[src/lbb_pkg.sv]
`default_nettype none
package lbb_pkg;
    localparam int NUM_BUCKETS_DEF = 4;
    localparam int MAX_BATCH_DEF   = 8;
    localparam int TAG_WIDTH_DEF   = 16;

    localparam logic [1:0] CMD_PUSH  = 2'd0;
    localparam logic [1:0] CMD_FLUSH = 2'd1;
    localparam logic [1:0] CMD_CLEAR = 2'd2;

    localparam logic [1:0] KIND_ELEM  = 2'd0;
    localparam logic [1:0] KIND_SHORT = 2'd1;
    localparam logic [1:0] KIND_LONG  = 2'd2;
    localparam logic [1:0] KIND_DONE  = 2'd3;

    localparam logic [2:0] REG_MIN   = 3'd0;
    localparam logic [2:0] REG_LIM0  = 3'd1;
    localparam logic [2:0] REG_LIM1  = 3'd2;
    localparam logic [2:0] REG_LIM2  = 3'd3;
    localparam logic [2:0] REG_LIM3  = 3'd4;
    localparam logic [2:0] REG_BATCH = 3'd5;
    localparam logic [2:0] REG_MODE  = 3'd6;

    typedef struct packed {
        logic [1:0]  cmd;
        logic [15:0] item_tag;
        logic [15:0] item_length;
    } t_in;

    typedef struct packed {
        logic [1:0]  kind;
        logic [15:0] out_tag;
        logic [1:0]  bucket_index;
        logic        batch_last;
    } t_out;

    // Classified command handed from the front part to the back part.
    typedef struct packed {
        logic [1:0]  op;      // command code; for push, kind carries error kinds
        logic [1:0]  kind;    // KIND_ELEM means store, else report
        logic [2:0]  bucket;
        logic [15:0] tag;
    } t_work;
endpackage
`default_nettype wire

[src/lbb_front.sv]
`default_nettype none
module lbb_front
    import lbb_pkg::*;
#(
    parameter int NUM_BUCKETS = NUM_BUCKETS_DEF,
    parameter int TAG_WIDTH   = TAG_WIDTH_DEF
) (
    input  wire  logic        i_clk,
    input  wire  logic        i_rst_n,
    input  wire  t_in         i_item,
    input  wire  logic        i_take,
    input  wire  logic [15:0] i_min_length,
    input  wire  logic [63:0] i_limits,
    input  wire  logic [2:0]  i_mode,
    input  wire  logic        i_q_full,
    output logic              o_busy,
    output logic              o_q_push,
    output t_work             o_q_data
);
    // Tag bits kept; the tag field itself is 16 bits wide.
    localparam int TW = (TAG_WIDTH < 16) ? TAG_WIDTH : 16;

    // One registered stage: the item is classified in the cycle after it is taken.
    logic  r_vld;
    t_in   r_item;
    logic  [15:0] w_lim [NUM_BUCKETS];
    logic  [2:0]  w_bkt;
    logic  w_found;
    logic  [15:0] w_max;
    logic  [15:0] w_tag;

    always_comb begin
        for (int b = 0; b < NUM_BUCKETS; b++) begin
            w_lim[b] = i_limits[16*((b < 4) ? b : 3) +: 16];
        end
        w_max = w_lim[NUM_BUCKETS-1];
        w_bkt = '0;
        w_found = 1'b0;
        for (int b = 0; b < NUM_BUCKETS; b++) begin
            if (!w_found && r_item.item_length <= w_lim[b]) begin
                w_found = 1'b1;
                w_bkt = 3'(b);
            end
        end
        w_tag = 16'(r_item.item_tag[TW-1:0]);
    end

    always_comb begin
        o_q_data.op = r_item.cmd;
        o_q_data.kind = KIND_ELEM;
        o_q_data.bucket = w_bkt;
        o_q_data.tag = w_tag;
        o_q_push = 1'b0;
        case (r_item.cmd)
            CMD_PUSH: begin
                if (r_item.item_length < i_min_length) begin
                    o_q_data.kind = KIND_SHORT;
                    o_q_push = r_vld && !i_mode[0];
                end else if (r_item.item_length > w_max) begin
                    o_q_data.kind = KIND_LONG;
                    o_q_push = r_vld && !i_mode[1];
                end else begin
                    o_q_push = r_vld;
                end
            end
            CMD_FLUSH, CMD_CLEAR: o_q_push = r_vld;
            default: o_q_push = 1'b0;
        endcase
    end

    assign o_busy = r_vld && o_q_push && i_q_full;

    always_ff @(posedge i_clk) begin
        if (!i_rst_n) begin
            r_vld <= 1'b0;
        end else if (!o_busy) begin
            r_vld <= i_take;
        end
    end

    always_ff @(posedge i_clk) begin
        if (!o_busy && i_take) begin
            r_item <= i_item;
        end
    end
endmodule
`default_nettype wire

[src/lbb_fifo.sv]
`default_nettype none
module lbb_fifo
    import lbb_pkg::*;
(
    input  wire  logic  i_clk,
    input  wire  logic  i_rst_n,
    input  wire  logic  i_push,
    input  wire  t_work i_data,
    output logic        o_full,
    input  wire  logic  i_pop,
    output logic        o_empty,
    output t_work       o_data
);
    // Two-entry queue between front and back.
    t_work r_mem [2];
    logic  r_wp, r_rp;
    logic  [1:0] r_cnt;

    assign o_full  = (r_cnt == 2'd2);
    assign o_empty = (r_cnt == 2'd0);
    assign o_data  = r_mem[r_rp];

    always_ff @(posedge i_clk) begin
        if (!i_rst_n) begin
            r_wp <= 1'b0;
            r_rp <= 1'b0;
            r_cnt <= '0;
        end else begin
            if (i_push && !o_full) r_wp <= ~r_wp;
            if (i_pop && !o_empty) r_rp <= ~r_rp;
            r_cnt <= r_cnt + 2'(i_push && !o_full) - 2'(i_pop && !o_empty);
        end
    end

    always_ff @(posedge i_clk) begin
        if (i_push && !o_full) r_mem[r_wp] <= i_data;
    end
endmodule
`default_nettype wire

[src/lbb_back.sv]
`default_nettype none
module lbb_back
    import lbb_pkg::*;
#(
    parameter int NUM_BUCKETS = NUM_BUCKETS_DEF,
    parameter int MAX_BATCH   = MAX_BATCH_DEF
) (
    input  wire  logic        i_clk,
    input  wire  logic        i_rst_n,
    input  wire  logic        i_q_empty,
    input  wire  t_work       i_q_data,
    output logic              o_q_pop,
    input  wire  logic [15:0] i_batch_sizes,
    input  wire  logic [2:0]  i_mode,
    output logic              o_empty,
    output t_out              o_result,
    input  wire  logic        i_pop
);
    localparam int BW = (NUM_BUCKETS > 1) ? $clog2(NUM_BUCKETS) : 1;
    localparam int FW = $clog2(MAX_BATCH + 1);
    localparam int DEPTH = NUM_BUCKETS * MAX_BATCH;
    localparam int AW = (DEPTH > 1) ? $clog2(DEPTH) : 1;
    localparam int LW = $clog2(DEPTH + 1);

    localparam logic [2:0] ST_IDLE  = 3'd0;
    localparam logic [2:0] ST_EMIT  = 3'd1;  // push-triggered batch
    localparam logic [2:0] ST_FSEL  = 3'd2;  // flush: evaluate bucket r_cur
    localparam logic [2:0] ST_FOWN  = 3'd3;  // flush: emit own slots
    localparam logic [2:0] ST_FTOP  = 3'd4;  // flush: top-up from lower buckets
    localparam logic [2:0] ST_DONE  = 3'd5;
    localparam logic [2:0] ST_FRD   = 3'd6;  // flush: read of top-up slot pending

    logic [2:0]    r_st;
    logic [15:0]   r_mem [DEPTH];
    logic [FW-1:0] r_fill [NUM_BUCKETS];
    logic [BW-1:0] r_cur, r_src;
    logic [FW-1:0] r_s, r_cnt, r_own, r_take;
    logic [AW-1:0] r_rd_addr;
    logic [15:0]   r_rd;
    logic          r_rd_vld;
    // Output register, one entry.
    logic          r_ovld;
    t_out          r_out;

    logic          w_ofree;
    assign w_ofree = !r_ovld || i_pop;
    assign o_empty = !r_ovld;
    assign o_result = r_out;

    function automatic logic [FW-1:0] batch_of(input logic [15:0] sizes,
                                               input int b);
        logic [3:0] n;
        n = sizes[4*((b < 4) ? b : 3) +: 4];
        if (n == 4'd0) n = 4'd1;
        if (32'(n) > MAX_BATCH) return FW'(MAX_BATCH);
        return FW'(n);
    endfunction

    function automatic logic [AW-1:0] addr(input logic [BW-1:0] b,
                                           input logic [FW-1:0] s);
        return AW'(b) * AW'(MAX_BATCH) + AW'(s);
    endfunction

    // Lower-bucket sum and top-up count for the flush bucket; batch size and fill for the queued push.
    logic [LW-1:0] w_lower;
    logic [FW-1:0] w_size, w_rem, w_take, w_bsz, w_f;
    always_comb begin
        w_lower = '0;
        for (int j = 0; j < NUM_BUCKETS; j++) begin
            if (j < 32'(r_cur)) w_lower = w_lower + LW'(r_fill[j]);
        end
        w_size = '0;
        w_bsz = '0;
        for (int b = 0; b < NUM_BUCKETS; b++) begin
            if (32'(r_cur) == b) w_size = batch_of(i_batch_sizes, b);
            if (32'(i_q_data.bucket) == b) w_bsz = batch_of(i_batch_sizes, b);
        end
        w_rem = (w_size > r_fill[r_cur]) ? w_size - r_fill[r_cur] : '0;
        w_take = (LW'(w_rem) < w_lower) ? w_rem : FW'(w_lower);
        w_f = r_fill[i_q_data.bucket[BW-1:0]];
        if (w_f >= FW'(MAX_BATCH)) w_f = FW'(MAX_BATCH - 1);
    end

    assign o_q_pop = (r_st == ST_IDLE) && !i_q_empty && w_ofree;

    logic [BW-1:0] w_nsrc;
    always_comb begin
        w_nsrc = r_src;
        // Find the highest nonempty lower bucket at or below r_src.
        for (int j = 0; j < NUM_BUCKETS; j++) begin
            if (j <= 32'(r_src) && r_fill[j] != '0) begin
                w_nsrc = BW'(j);
            end
        end
    end

    always_ff @(posedge i_clk) begin
        if (!i_rst_n) begin
            r_st <= ST_IDLE;
            r_ovld <= 1'b0;
            r_rd_vld <= 1'b0;
            for (int b = 0; b < NUM_BUCKETS; b++) r_fill[b] <= '0;
        end else begin
            if (i_pop) r_ovld <= 1'b0;
            r_rd_vld <= 1'b0;
            case (r_st)
                ST_IDLE: begin
                    if (o_q_pop) begin
                        case (i_q_data.op)
                            CMD_PUSH: begin
                                if (i_q_data.kind != KIND_ELEM) begin
                                    r_ovld <= 1'b1;
                                    r_out <= '{kind: i_q_data.kind,
                                               out_tag: i_q_data.tag,
                                               bucket_index: 2'd0,
                                               batch_last: 1'b0};
                                end else begin
                                    r_mem[addr(i_q_data.bucket[BW-1:0], w_f)] <=
                                        i_q_data.tag;
                                    if (w_f + 1'b1 >= w_bsz) begin
                                        r_fill[i_q_data.bucket[BW-1:0]] <= '0;
                                        r_cur <= i_q_data.bucket[BW-1:0];
                                        r_cnt <= w_f + 1'b1;
                                        r_s <= '0;
                                        r_rd_addr <= addr(i_q_data.bucket[BW-1:0], '0);
                                        r_st <= ST_EMIT;
                                    end else begin
                                        r_fill[i_q_data.bucket[BW-1:0]] <= w_f + 1'b1;
                                    end
                                end
                            end
                            CMD_FLUSH: begin
                                r_cur <= BW'(NUM_BUCKETS - 1);
                                r_st <= ST_FSEL;
                            end
                            CMD_CLEAR: begin
                                for (int b = 0; b < NUM_BUCKETS; b++) r_fill[b] <= '0;
                            end
                            default: ;
                        endcase
                    end
                end
                ST_EMIT, ST_FOWN: begin
                    // Memory read is registered; each tag is read, then sent once the output is free.
                    if (!r_rd_vld) begin
                        r_rd <= r_mem[r_rd_addr];
                        r_rd_vld <= 1'b1;
                    end
                    if (r_rd_vld && w_ofree) begin
                        r_ovld <= 1'b1;
                        r_out <= '{kind: KIND_ELEM, out_tag: r_rd,
                                   bucket_index: 2'(r_cur),
                                   batch_last: (r_s + 1'b1 == r_cnt)};
                        r_s <= r_s + 1'b1;
                        r_rd_addr <= r_rd_addr + 1'b1;
                        if (r_st == ST_EMIT) begin
                            if (r_s + 1'b1 == r_cnt) r_st <= ST_IDLE;
                        end else if (r_s + 1'b1 == r_own) begin
                            r_st <= (r_take != '0) ? ST_FTOP : ST_FSEL;
                            if (r_take == '0) begin
                                r_fill[r_cur] <= '0;
                                if (r_cur == '0) r_st <= ST_DONE;
                                else r_cur <= r_cur - 1'b1;
                            end
                            r_src <= r_cur - 1'b1;
                        end
                    end else if (r_rd_vld) begin
                        r_rd_vld <= 1'b1;
                    end
                end
                ST_FSEL: begin
                    if (r_fill[r_cur] == '0) begin
                        if (r_cur == '0) r_st <= ST_DONE;
                        else r_cur <= r_cur - 1'b1;
                    end else if (i_mode[2] && (r_fill[r_cur] + w_take) < w_size) begin
                        for (int j = 0; j < NUM_BUCKETS; j++) begin
                            if (j <= 32'(r_cur)) r_fill[j] <= '0;
                        end
                        r_st <= ST_DONE;
                    end else begin
                        r_own <= r_fill[r_cur];
                        r_take <= w_take;
                        r_cnt <= r_fill[r_cur] + w_take;
                        r_s <= '0;
                        r_rd_addr <= addr(r_cur, '0);
                        r_st <= ST_FOWN;
                    end
                end
                ST_FTOP: begin
                    // Pop one tag from the back of the highest nonempty lower bucket.
                    r_src <= w_nsrc;
                    r_fill[w_nsrc] <= r_fill[w_nsrc] - 1'b1;
                    r_rd <= r_mem[addr(w_nsrc, r_fill[w_nsrc] - 1'b1)];
                    r_take <= r_take - 1'b1;
                    r_st <= ST_FRD;
                end
                ST_FRD: begin
                    if (w_ofree) begin
                        r_ovld <= 1'b1;
                        r_out <= '{kind: KIND_ELEM, out_tag: r_rd,
                                   bucket_index: 2'(r_cur),
                                   batch_last: (r_s + 1'b1 == r_cnt)};
                        r_s <= r_s + 1'b1;
                        if (r_take != '0) begin
                            r_st <= ST_FTOP;
                        end else begin
                            r_fill[r_cur] <= '0;
                            if (r_cur == '0) r_st <= ST_DONE;
                            else begin
                                r_cur <= r_cur - 1'b1;
                                r_st <= ST_FSEL;
                            end
                        end
                    end
                end
                ST_DONE: begin
                    if (w_ofree) begin
                        r_ovld <= 1'b1;
                        r_out <= '{kind: KIND_DONE, out_tag: 16'd0,
                                   bucket_index: 2'd0, batch_last: 1'b0};
                        r_st <= ST_IDLE;
                    end
                end
                default: r_st <= ST_IDLE;
            endcase
        end
    end
endmodule
`default_nettype wire

[src/length_bucket_batcher.sv]
// Length-bucketed batcher.
// Input channel: a command transaction (push item, flush, clear) is taken when
// i_push is high and o_full is low. Result channel: the oldest result sits on
// o_result while o_empty is low and leaves when i_pop is high.
// Configuration: a write transaction on i_cfg_valid/o_cfg_ready sets one of the
// seven registers; the user makes writes only while the block is idle, which the
// block does not enforce. A command is classified in the cycle after it is
// taken and enters a two-entry queue at the end of that cycle if the queue has
// room; the idle back end takes it once its output register is free and writes
// an error report straight into that register. Pushes that complete no batch
// go one per cycle while the output register is free. A completed batch leaves
// element by element, each through a registered read of the tag memory, and the
// back end takes no command until it is out. At flush each bucket is examined
// in turn, own and top-up elements leave, and a done result follows.
// Reset empties all buckets and restores register defaults; the tag memory is
// not cleared, since only held slots are ever read.
// When the receiver stalls, the single output register holds its result, the
// back end waits, the queue fills and o_full rises; nothing is lost.
`default_nettype none
module length_bucket_batcher
    import lbb_pkg::*;
#(
    parameter int NUM_BUCKETS = NUM_BUCKETS_DEF,
    parameter int MAX_BATCH   = MAX_BATCH_DEF,
    parameter int TAG_WIDTH   = TAG_WIDTH_DEF
) (
    input  wire  logic        i_clk,
    input  wire  logic        i_rst_n,
    input  wire  logic        i_push,
    output logic              o_full,
    input  wire  t_in         i_item,
    output logic              o_empty,
    input  wire  logic        i_pop,
    output t_out              o_result,
    input  wire  logic        i_cfg_valid,
    output logic              o_cfg_ready,
    input  wire  logic [2:0]  i_cfg_index,
    input  wire  logic [15:0] i_cfg_data
);
    logic [15:0] r_min_length, r_batch_sizes;
    logic [63:0] r_limits;
    logic [2:0]  r_mode;

    logic  w_busy, w_qpush, w_qfull, w_qpop, w_qempty;
    t_work w_qin, w_qout;

    // The front stage holds one command; it refuses the next one while stuck.
    assign o_full = w_busy;
    assign o_cfg_ready = 1'b1;

    always_ff @(posedge i_clk) begin
        if (!i_rst_n) begin
            r_min_length <= 16'd0;
            r_limits <= {16'd512, 16'd256, 16'd128, 16'd64};
            r_batch_sizes <= 16'h8888;
            r_mode <= 3'd0;
        end else if (i_cfg_valid) begin
            case (i_cfg_index)
                REG_MIN:   r_min_length <= i_cfg_data;
                REG_LIM0:  r_limits[15:0] <= i_cfg_data;
                REG_LIM1:  r_limits[31:16] <= i_cfg_data;
                REG_LIM2:  r_limits[47:32] <= i_cfg_data;
                REG_LIM3:  r_limits[63:48] <= i_cfg_data;
                REG_BATCH: r_batch_sizes <= i_cfg_data;
                REG_MODE:  r_mode <= i_cfg_data[2:0];
                default: ;
            endcase
        end
    end

    lbb_front #(.NUM_BUCKETS(NUM_BUCKETS), .TAG_WIDTH(TAG_WIDTH)) u_front (
        .i_clk(i_clk), .i_rst_n(i_rst_n), .i_item(i_item),
        .i_take(i_push && !w_busy), .i_min_length(r_min_length),
        .i_limits(r_limits), .i_mode(r_mode), .i_q_full(w_qfull),
        .o_busy(w_busy), .o_q_push(w_qpush), .o_q_data(w_qin)
    );

    lbb_fifo u_fifo (
        .i_clk(i_clk), .i_rst_n(i_rst_n), .i_push(w_qpush), .i_data(w_qin),
        .o_full(w_qfull), .i_pop(w_qpop), .o_empty(w_qempty), .o_data(w_qout)
    );

    lbb_back #(.NUM_BUCKETS(NUM_BUCKETS), .MAX_BATCH(MAX_BATCH)) u_back (
        .i_clk(i_clk), .i_rst_n(i_rst_n), .i_q_empty(w_qempty), .i_q_data(w_qout),
        .o_q_pop(w_qpop), .i_batch_sizes(r_batch_sizes), .i_mode(r_mode),
        .o_empty(o_empty), .o_result(o_result), .i_pop(i_pop)
    );
endmodule
`default_nettype wire

[config.mk]
export PLATFORM = sky130hd
export DESIGN_NAME = length_bucket_batcher
export DESIGN_NICKNAME = d
export VERILOG_FILES = /design/src/lbb_pkg.sv /design/src/lbb_front.sv /design/src/lbb_fifo.sv /design/src/lbb_back.sv /design/src/length_bucket_batcher.sv
export SDC_FILE = /design/constraint.sdc
export NUM_CORES = 1
export LEC_CHECK = 0
export BUFFER_PORTS_ARGS = -buffer_cell sky130_fd_sc_hd__buf_4
export CORE_UTILIZATION = 60
export DETAILED_ROUTE_END_ITERATION = 12
export HOLD_SLACK_MARGIN = 0.15
export PLACE_DENSITY_LB_ADDON = 0.25
export SLEW_MARGIN = 20
export SYNTH_ARGS = -nofsm -noshare
export SYNTH_HDL_FRONTEND = slang
export SYNTH_HIERARCHICAL = 1
export SYNTH_SLANG_ARGS = --single-unit
export TNS_END_PERCENT = 5
[constraint.sdc]
create_clock -name i_clk -period 9.4 [get_ports i_clk]
set_clock_uncertainty 0.1 [all_clocks]
set_input_delay 0.94 -clock i_clk [delete_from_list [all_inputs] [get_ports i_clk]]
set_output_delay 0.94 -clock i_clk [all_outputs]
set_load 0.01 [all_outputs]
== Word-level counts from Yosys, hierarchy flattened ==
Memory sizes are Yosys's and may differ from the RTL's. A register that Yosys moved wholly into a read port is not among the register bits.
Cells that the tools add are included.

* Memories: 3
* Logic and storage cells: 457
* RAM bits: 572
* Register bits: 205
* Input bits: 58
* Output and inout port bits: 24

* Add/sub/neg operators: 14
* Muxes and demuxes: 245
* Equality and inequality tests: 47
* Order comparisons: 28
* Reductions and logical operators: 77
* Bitwise operators: 14

{| class="wikitable"
|+ Memory list
! memory !! depth !! bits a word !! rd ports !! clocked after memory_dff !! write ports !! line !! source
|-
| u_back.r_mem || 32 || 16 || 2 || 1 || 1 || lbb_back.sv:34 || <nowiki>logic [15:0] r_mem [DEPTH];</nowiki>
|-
| u_fifo.r_mem || 2 || 22 || 1 || 1 || 1 || lbb_fifo.sv:15 || <nowiki>t_work r_mem [2];</nowiki>
|-
| u_back.r_fill || 4 || 4 || 7 || 1 || 4 || lbb_back.sv:35 || <nowiki>logic [FW-1:0] r_fill [NUM_BUCKETS];</nowiki>
|}

{| class="wikitable"
|+ Operators with widths
! operator !! count
|-
| two-way mux 4 bit || 69
|-
| two-way mux 21 bit || 6
|-
| two-way mux 1 bit || 102
|-
| one-hot mux 21 bit (4 select lines) || 1
|-
| <= comparator 16 bit || 4
|-
| two-way mux 2 bit || 27
|-
| two-way mux 3 bit || 17
|-
| two-way mux 5 bit || 8
|-
| > comparator 4 bit, second input constant || 8
|-
| one-hot mux 16 bit (2 select lines) || 1
|-
| nonzero test 4 bit || 7
|-
| logical NOT 4 bit || 6
|-
| != test 2 bit, second input constant || 10
|-
| AND reduction 10 bit || 2
|-
| == test 3 x 2 -> 1 bit, second input constant || 6
|-
| == test 3 bit, second input constant || 6
|-
| logical AND 1 bit || 18
|-
| one-hot mux 3 bit (6 select lines) || 1
|-
| > comparator 16 bit || 1
|-
| less-than comparator 16 bit || 1
|-
| two-way mux 16 bit || 1
|-
| one-hot mux 4 bit (2 select lines) || 2
|-
| one-hot mux 4 bit (4 select lines) || 1
|-
| AND reduction 2 bit || 8
|-
| 51 further kinds || 112
|}

== Depth between registers and ports, before layout ==
Gate-level depths: netlist of run 1.

* Word-level depth: 27
* Depth in mapped cells: 32
* Mapped depth without buffers: 31

== Hierarchy ==
Netlist of run 1, hierarchy kept.

{| class="wikitable"
|+ Modules (own cells, without submodules)
! module !! seq. area each (um^2) !! area each (um^2) !! times used !! cells an instance
|-
| lbb_back || 17,957.2 || 30,588.1 || 1 || 2,127
|-
| length_bucket_batcher || 1,981.9 || 3,702.3 || 1 || 357
|-
| lbb_front || 1,041.0 || 3,368.2 || 1 || 356
|-
| lbb_fifo || 1,481.4 || 1,913.1 || 1 || 98
|}

== Worst setup path after synthesis of run 1 ==
Ideal clock, no wire load.

* Path kind: register to register
* Start: register u_back.r_cur[1]
* End: register with a tool-made name
* Clock period less this slack: 6.908 ns
* Stages on the path, launching flop included: 31
* Data required time: 9.179 ns
* Path buffers: 1
* Arrival: 6.687 ns
* Setup slack: 2.492 ns
* Library setup time: 0.121 ns
* Cells stage by stage: edfxtp_1 inv_1 ha_1 clkbuf_1 nor4bb_1 a31oi_1 o21ai_0 o21ai_0 fa_1 nor2b_1 o21ai_0 a21oi_1 nand2b_1 inv_1 ha_1 o21a_1 o21ai_0 a211oi_2 mux2i_1 ha_1 a21o_1 a21oi_1 xnor2_1 xnor2_1 ha_1 o211ai_1 and2_1 or2_2 a221o_1 nor2_1 mux2_2

{| class="wikitable"
|+ RTL lines
! what !! line !! source
|-
| from (decl) || lbb_back.sv:36 || <nowiki>logic [BW-1:0] r_cur, r_src;</nowiki>
|-
| from (signal assigned) || lbb_back.sv:122 || <nowiki>r_cur <= i_q_data.bucket[BW-1:0];</nowiki>
|-
| from (signal assigned) || lbb_back.sv:133 || <nowiki>r_cur <= BW'(NUM_BUCKETS - 1);</nowiki>
|-
| from (signal assigned) || lbb_back.sv:163 || <nowiki>else r_cur <= r_cur - 1'b1;</nowiki>
|}

==> flow_metrics.env, run 1 <==
export IMPL_outcome="completed"
export IMPL_cellLeakagePower_nw=15.45
export IMPL_cell_area_after_placement_mm2=0.04078
export IMPL_timing_critical_path_required_ps=9810
export IMPL_grt_use_total=0.3339
export IMPL_worst_setup_hold_path_clk_slew_ps=60
export IMPL_vdd_drop_max_mv=0.2195
export IMPL_setup_worst_path_end_class="flop"
export IMPL_synth_top_cells_by_count="sky130_fd_sc_hd__edfxtp_1 (670), sky130_fd_sc_hd__nand2_1 (383), sky130_fd_sc_hd__mux4_2 (185)"
export IMPL_dr_pass1_iters=6
export IMPL_vias_per_cell=6.871
export IMPL_criticalPathCategory="flop to flop"
export IMPL_detailed_place_hpwl_um=70420
export IMPL_floorplan_die_area_mm2=0.06698
export IMPL_post_cts_resized=0
export IMPL_grt_max_degree=123
export IMPL_post_synth_num_cell_types=97
export IMPL_syn_mean_instance_area_um2=13.47
export IMPL_yosysTopAreaCell="sky130_fd_sc_hd__edfxtp_1"
export IMPL_maxCapViolations=0
export IMPL_synth_fp_nets=3122
export IMPL_n_fill_cell=4428
export IMPL_first_global_vias=26680
export IMPL_route_antenna_remaining_nets=0
export IMPL_post_synth_top_area_fraction=0.5084
export IMPL_reg2reg_setup_slack_ps=1030
export IMPL_timing_critical_path_slowest_cell_delay_ps=590
export IMPL_yosysMostFrequentCell="sky130_fd_sc_hd__edfxtp_1"
export IMPL_synth_top_area_cells="sky130_fd_sc_hd__edfxtp_1 (51%), sky130_fd_sc_hd__mux4_2 (11%), sky130_fd_sc_hd__dfxtp_1 (5.9%)"
export IMPL_rows=93
export IMPL_synth_ff_type="sky130_fd_sc_hd__edfxtp_1"
export IMPL_synth_yosys_seq_area_share=0.5676
export IMPL_power_total_w=0.008431
export IMPL_gp_congestion=0.9052
export IMPL_period_needed_ps=8370
export IMPL_critical_path_top_delay_family="adder cells"
export IMPL_worst_slew_margin_rel=0.2710
export IMPL_clock_latency_ps=630
export IMPL_worst_endpoint_arrival_ps=8780
export IMPL_start_kind="flop"
export IMPL_max_slew_worst_pin_slew_ps=1094
export IMPL_grt_setup_unrepaired="false"
export IMPL_critPathMostFrequentCell="sky130_fd_sc_hd__ha_1"
export IMPL_cts_tree="done"
export IMPL_floorplan_initialDensity=0.6105
export IMPL_syn_instance_count=2938
export IMPL_clock_sink_count=787
export IMPL_hold_buffers=0
export IMPL_antenna_found_initial=2
export IMPL_grt_overflow_total=0
export IMPL_setup_viol_count_final=0
export IMPL_fmax_mhz=119.5
export IMPL_clock_tree_root_cell="sky130_fd_sc_hd__clkbuf_16"
export IMPL_synth_async_sr_flop_share=0
export IMPL_global_route_wire_length_before_repair_um=165900
export IMPL_floorplan_die_height_um=258.8
export IMPL_placeable_area_mm2=0.06481
export IMPL_final_layout_size_suffix_gt1_frac=0.1847
export IMPL_worstPathBufferInverterCount=3
export IMPL_layout_cell_area_non_filler_mm2=0.04342
export IMPL_count_of_final_max_slew_check_failures=0
export IMPL_area_of_combinational_cells_with_multiple_inputs_mm2=0.01563
export IMPL_edff_count_synth=670
export IMPL_cp_max_fo=14
export IMPL_ff_latch_area_mm2=0.02247
export IMPL_route_vias_total=26710
export IMPL_syn2layout_area_growth_pct=9.726
export IMPL_critPathSlowestCell="sky130_fd_sc_hd__nor2_1"
export IMPL_finalHoldViolCount=0
export IMPL_postCtsSetupBuffers=0
export IMPL_holdWs_ps=340.1
export IMPL_synth_yosys_warnings=6
export IMPL_post_synth_instance_area_mm2=0.03957
export IMPL_port_buffers=80
export IMPL_htreeDepth=3
export IMPL_power_density_mw_per_mm2=194.2
export IMPL_worst_hold_path_type="flop to flop"
export IMPL_drt_total_wl_um=111000
export IMPL_ctsLongestPathBuffers=3
export IMPL_synth_ff_latch_count=787
export IMPL_remaining_drc_errors=0
export IMPL_ioPinCount=82
export IMPL_drt_wirelength_per_cell_um=28.56
export IMPL_timing_setup_tns_ps=0
export IMPL_fp_dieW_um=258.8
export IMPL_cts_made_buffers=81
export IMPL_detailedRoute_firstIterationViolations=3467
export IMPL_layout_worst_path_cycle_share=0.8905
export IMPL_fin_nets=3152
routing by layer:
metal	GRT usage	vias to the layer above	part of all wire
li1	-	11400	-
met1	0.4520	13190	0.37
met2	0.5102	1809	0.46
met3	0.1019	313	0.14
met4	0.1266	2	0.034
met5	0	-	0.00017
per-stage QoR:
stage | util | setup slack, ps | cells
after floorplan | - | 2492 | 2938
after global placement | 0.6292 | 1329 | 3740
after detailed placement | 0.6292 | 1054 | 3740
after CTS | 0.6697 | 1030 | 3887
after global routing | 0.6699 | 406.4 | 3887
final | 0.6699 | 1030 | 3888
area by class of cell:
class                      instances  area share
inverter                         131     0.01138
clock inverter                    49     0.01092
timing repair buffer             148     0.02588
tap                              855     0.02464
multi-input combinational       1819      0.3600
sequential                       787      0.5175
antenna                            1  0.00005763
clock buffer                      98     0.04962
cell families after synthesis:
kind of cell	count (synthesis)	synth area share
compound gates	499	0.09362
xor+xnor	31	0.007241
fa+ha+maj	127	0.04085
buf+inv	332	0.03861
flops	787	0.5676
mux	395	0.1599
other cells	2	0.0001898
simple gates	765	0.09201
layout by cell type, fill, tap and decap left out, drive strengths merged, types with 23 or more instances in the layout:
cell type	n
clkinv	32
a31oi	28
mux4	185
a211oi	85
dfxtp	117
o22ai	28
and3	63
a21oi	93
nand3	57
nor2	112
nand2	383
ha	122
clkbuf	98
mux2i	164
mux2	46
a22o	23
o21ai	63
edfxtp	670
inv	136
a221o	34
buf	148
nor2b	32
path summary, 6_finish.rpt:
kind | startpoint | endpoint | cells after the start
worst min register to register | u_front/w_tag[15]$_DFFE_PP_ | u_fifo/r_mem[0][15]$_DFFE_PP_ | 0
worst min-delay path | u_front/w_tag[15]$_DFFE_PP_ | u_fifo/r_mem[0][15]$_DFFE_PP_ | 0
worst max-delay path | u_back/r_cur[1]$_DFFE_PP_ | flop | 28
worst max register to register | u_back/r_cur[1]$_DFFE_PP_ | flop | 28
power by group:
part / switching (W) / internal, W
sequential: 0.0000521 / 0.00386
clock: 0.00137 / 0.00184
combinational: 0.000817 / 0.000494
total: 0.00224 / 0.00619
sequential cells by signal, summed over array words and instances (netlist names), 2 cells and up, named ones only:
signal            cells
u_back/r_own          4
u_back/r_rd_addr      5
u_fifo/r_mem         46
r_batch_sizes        16
u_front/r_item       16
u_back/r_src          2
u_back/r_rd          16
u_back/r_s            4
u_back/r_cnt          4
r_limits             64
u_back/r_st           3
u_back/r_mem        512
u_fifo/r_cnt          2
u_back/r_fill        16
r_mode                3
u_front/o_q_data      2
r_min_length         16
u_front/w_tag        16
u_back/r_cur          2
u_back/o_result      21
u_back/r_take         4
No activity file was read; power rests on OpenSTA's default activity.
==> run 2: changes to the inputs <==
ABC_CLOCK_PERIOD_IN_PS = 9400   (was not set)
CORE_ASPECT_RATIO = 2   (was not set)
PLACE_DENSITY_LB_ADDON = 0.05   (was 0.25)
==> run 2 against run 1 <==
Net effect:
- design area decreased by 0.51%
- largest cell class unchanged
- global-route usage rose by 2.2 points
- clock power decreased by 8.1%
- utilization fell by 0.44 points
- non-clock buffer count fell by 3
- sequential share of layout area is 0.27 points higher
- clock-buffer cell count fell by 12
- combinational power barely moved
- fmax is 0.31% higher
==> flow_metrics.env, run 2 (synthesis gave the netlist of run 1 again) <==
export IMPL_area_of_combinational_cells_with_multiple_inputs_mm2=0.01573
export IMPL_placeable_area_mm2=0.06491
export IMPL_criticalPathCategory="flop to flop"
export IMPL_largest_registers="u_back/r_mem: 512 flops, r_limits: 64 flops, u_fifo/r_mem: 46 flops"
export IMPL_detailedRoute_firstIterationViolations=2818
export IMPL_cts_made_buffers=70
export IMPL_timing_critical_path_slowest_cell_delay_ps=610
export IMPL_clock_tree_root_cell="sky130_fd_sc_hd__clkbuf_16"
export IMPL_cp_max_fo=14
export IMPL_grt_max_degree=123
export IMPL_power_total_w=0.008170
export IMPL_timing_critical_path_required_ps=9800
export IMPL_drt_total_wl_um=117200
export IMPL_reg2reg_setup_slack_ps=1060
export IMPL_setup_worst_path_end_class="flop"
export IMPL_mostFrequentLayoutCells="sky130_fd_sc_hd__edfxtp_1 (670), sky130_fd_sc_hd__nand2_1 (383), sky130_fd_sc_hd__mux4_2 (185), sky130_fd_sc_hd__mux2i_1 (164), sky130_fd_sc_hd__buf_4 (143)"
export IMPL_route_antenna_remaining_nets=0
export IMPL_timing_setup_tns_ps=0
export IMPL_post_cts_resized=0
export IMPL_outcome="completed"
export IMPL_clock_latency_ps=630
export IMPL_ff2ff_path_depth=30
export IMPL_netSwitchingFraction=0.2674
export IMPL_power_density_mw_per_mm2=189.1
export IMPL_critPathMostFrequentCell="sky130_fd_sc_hd__ha_1"
export IMPL_layout_cell_area_non_filler_mm2=0.04320
export IMPL_antenna_found_initial=0
export IMPL_finalHoldViolCount=0
export IMPL_placedCellCount=3752
export IMPL_remaining_drc_errors=0
export IMPL_htreeDepth=3
export IMPL_n_fill_cell=4707
export IMPL_dr_pass1_iters=6
export IMPL_clockPowerShare=0.360
export IMPL_fin_nets=3138
export IMPL_floorplan_initialDensity=0.6097
export IMPL_largest_register_ff_count=512
export IMPL_worst_setup_hold_path_clk_slew_ps=70
export IMPL_rows=132
export IMPL_comb_power_share=0.160
export IMPL_fmax_mhz=119.8
export IMPL_final_layout_size_suffix_gt1_frac=0.1868
export IMPL_setup_worst_path_start="u_back/r_cur[1]$_DFFE_PP_"
export IMPL_grt_setup_unrepaired="false"
export IMPL_route_vias_total=26560
export IMPL_cell_area_after_placement_mm2=0.04088
export IMPL_pwr_share_seq=0.480
export IMPL_postCtsSetupBuffers=0
export IMPL_setup_viol_count_final=0
export IMPL_grt_use_total=0.3555
export IMPL_gp_congestion=0.9214
export IMPL_global_route_wire_length_before_repair_um=171500
export IMPL_vdd_drop_max_mv=0.1757
export IMPL_cellLeakagePower_nw=15.29
export IMPL_n_antenna_cell=0
export IMPL_cts_tree="done"
export IMPL_worst_slew_margin_rel=0.2491
export IMPL_port_buffers=80
export IMPL_final_common_cell="sky130_fd_sc_hd__edfxtp_1"
export IMPL_first_global_vias=27400
export IMPL_ctsLongestPathBuffers=3
export IMPL_clock_sink_count=787
export IMPL_floorplan_die_area_mm2=0.06705
export IMPL_ff_latch_area_mm2=0.02247
export IMPL_critPathSlowestCell="sky130_fd_sc_hd__nor2_1"
export IMPL_grt_overflow_total=0
export IMPL_hold_buffers=0
export IMPL_drt_wirelength_per_cell_um=30.21
export IMPL_count_of_final_max_slew_check_failures=0
export IMPL_ioPinCount=82
export IMPL_layout_cells_non_filler=3879
export IMPL_start_kind="flop"
export IMPL_syn2layout_area_growth_pct=9.169
export IMPL_worst_hold_path_type="flop to flop"
export IMPL_worst_endpoint_arrival_ps=8750
export IMPL_rr_startpoint="u_back/r_cur[1]$_DFFE_PP_"
export IMPL_holdWs_ps=355.4
export IMPL_top_register="u_back/r_mem"
export IMPL_floorplan_die_height_um=365.2
export IMPL_detailed_place_hpwl_um=79940
export IMPL_layout_worst_path_cycle_share=0.8877
export IMPL_cellInternalPower_w=0.005985
export IMPL_fp_dieW_um=183.6
export IMPL_max_slew_worst_pin_slew_ps=1124
export IMPL_p_sw_w=0.002185
export IMPL_maxCapViolations=0
export IMPL_period_needed_ps=8344
export IMPL_vias_per_cell=6.846
run 2: changes by cell type in the layout (fill, tap and decap cells not counted), moves of 3 or more:
cell                        delta
sky130_fd_sc_hd__nor2_1       -14
sky130_fd_sc_hd__clkinv_2      -3
sky130_fd_sc_hd__nor2_2        +8
sky130_fd_sc_hd__clkinv_1      -7
sky130_fd_sc_hd__nor2_4        +6
sky130_fd_sc_hd__clkbuf_16    -12
sky130_fd_sc_hd__buf_4         -4
run 2: stage by stage:
stage | worst slack, ps | utilization
finish | 1056 | 0.6656
detailed placement | 1123 | 0.6298
global placement | 1349 | 0.6296
floorplan | 2492 | -
CTS | 1062 | 0.6651
global route | 489.9 | 0.6656
run 2: worst max-delay path, delay by kind of cell (launching register included):
family	cells	cell delay, ps
buf+inv	2	240
mux	2	840
compound gates	11	2450
fa+ha+maj	6	1930
simple gates	7	1830
flops	1	520
xor+xnor	2	280
run 2: area by class of cell:
type | count | share of cell area
multi-input cells | 1819 | 0.3641
inverters | 131 | 0.01144
clock inverters | 40 | 0.009703
flip-flops and latches | 787 | 0.5202
clock buffers | 86 | 0.04339
well taps | 871 | 0.02523
repair buffers | 145 | 0.02595
run 2: worst min path at each step:
stage,from,end,slack (ps),depth (start not counted)
after floorplan,r_batch_sizes[0]$_SDFFE_PN0P_,r_batch_sizes[0]$_SDFFE_PN0P_,330,2
final,u_front/w_tag[11]$_DFFE_PP_,u_fifo/r_mem[0][11]$_DFFE_PP_,360,0
after CTS,i_item[29],u_front/w_tag[13]$_DFFE_PP_,340,1
after global routing,i_item[8],u_front/r_item[8]$_DFFE_PP_,350,1
after detailed placement,u_front/w_tag[7]$_DFFE_PP_,u_fifo/r_mem[1][7]$_DFFE_PP_,340,0
after global placement,u_front/w_tag[11]$_DFFE_PP_,u_fifo/r_mem[0][11]$_DFFE_PP_,320,0
run 2: power by group through the flow:
| stage | combinational, W | clock [W] | sequential, W |
|---|---|---|---|
| floorplan | 0.000915 | 0 | 0.00396 |
| global placement | 0.00125 | 0 | 0.00400 |
| detailed placement | 0.00128 | 0 | 0.00401 |
| CTS | 0.00129 | 0.00298 | 0.00393 |
| global route | 0.00139 | 0.00310 | 0.00392 |
| finish | 0.00131 | 0.00294 | 0.00392 |
run 2: per-layer routing:
metal  track usage  wire [um]  vias to the layer above
met1        0.3735      38000                    13260
li1              -          -                    11350
met4        0.2449       8631                        0
met2        0.6466      62470                     1506
met3       0.05487       8069                      445
met5             0          0                        -
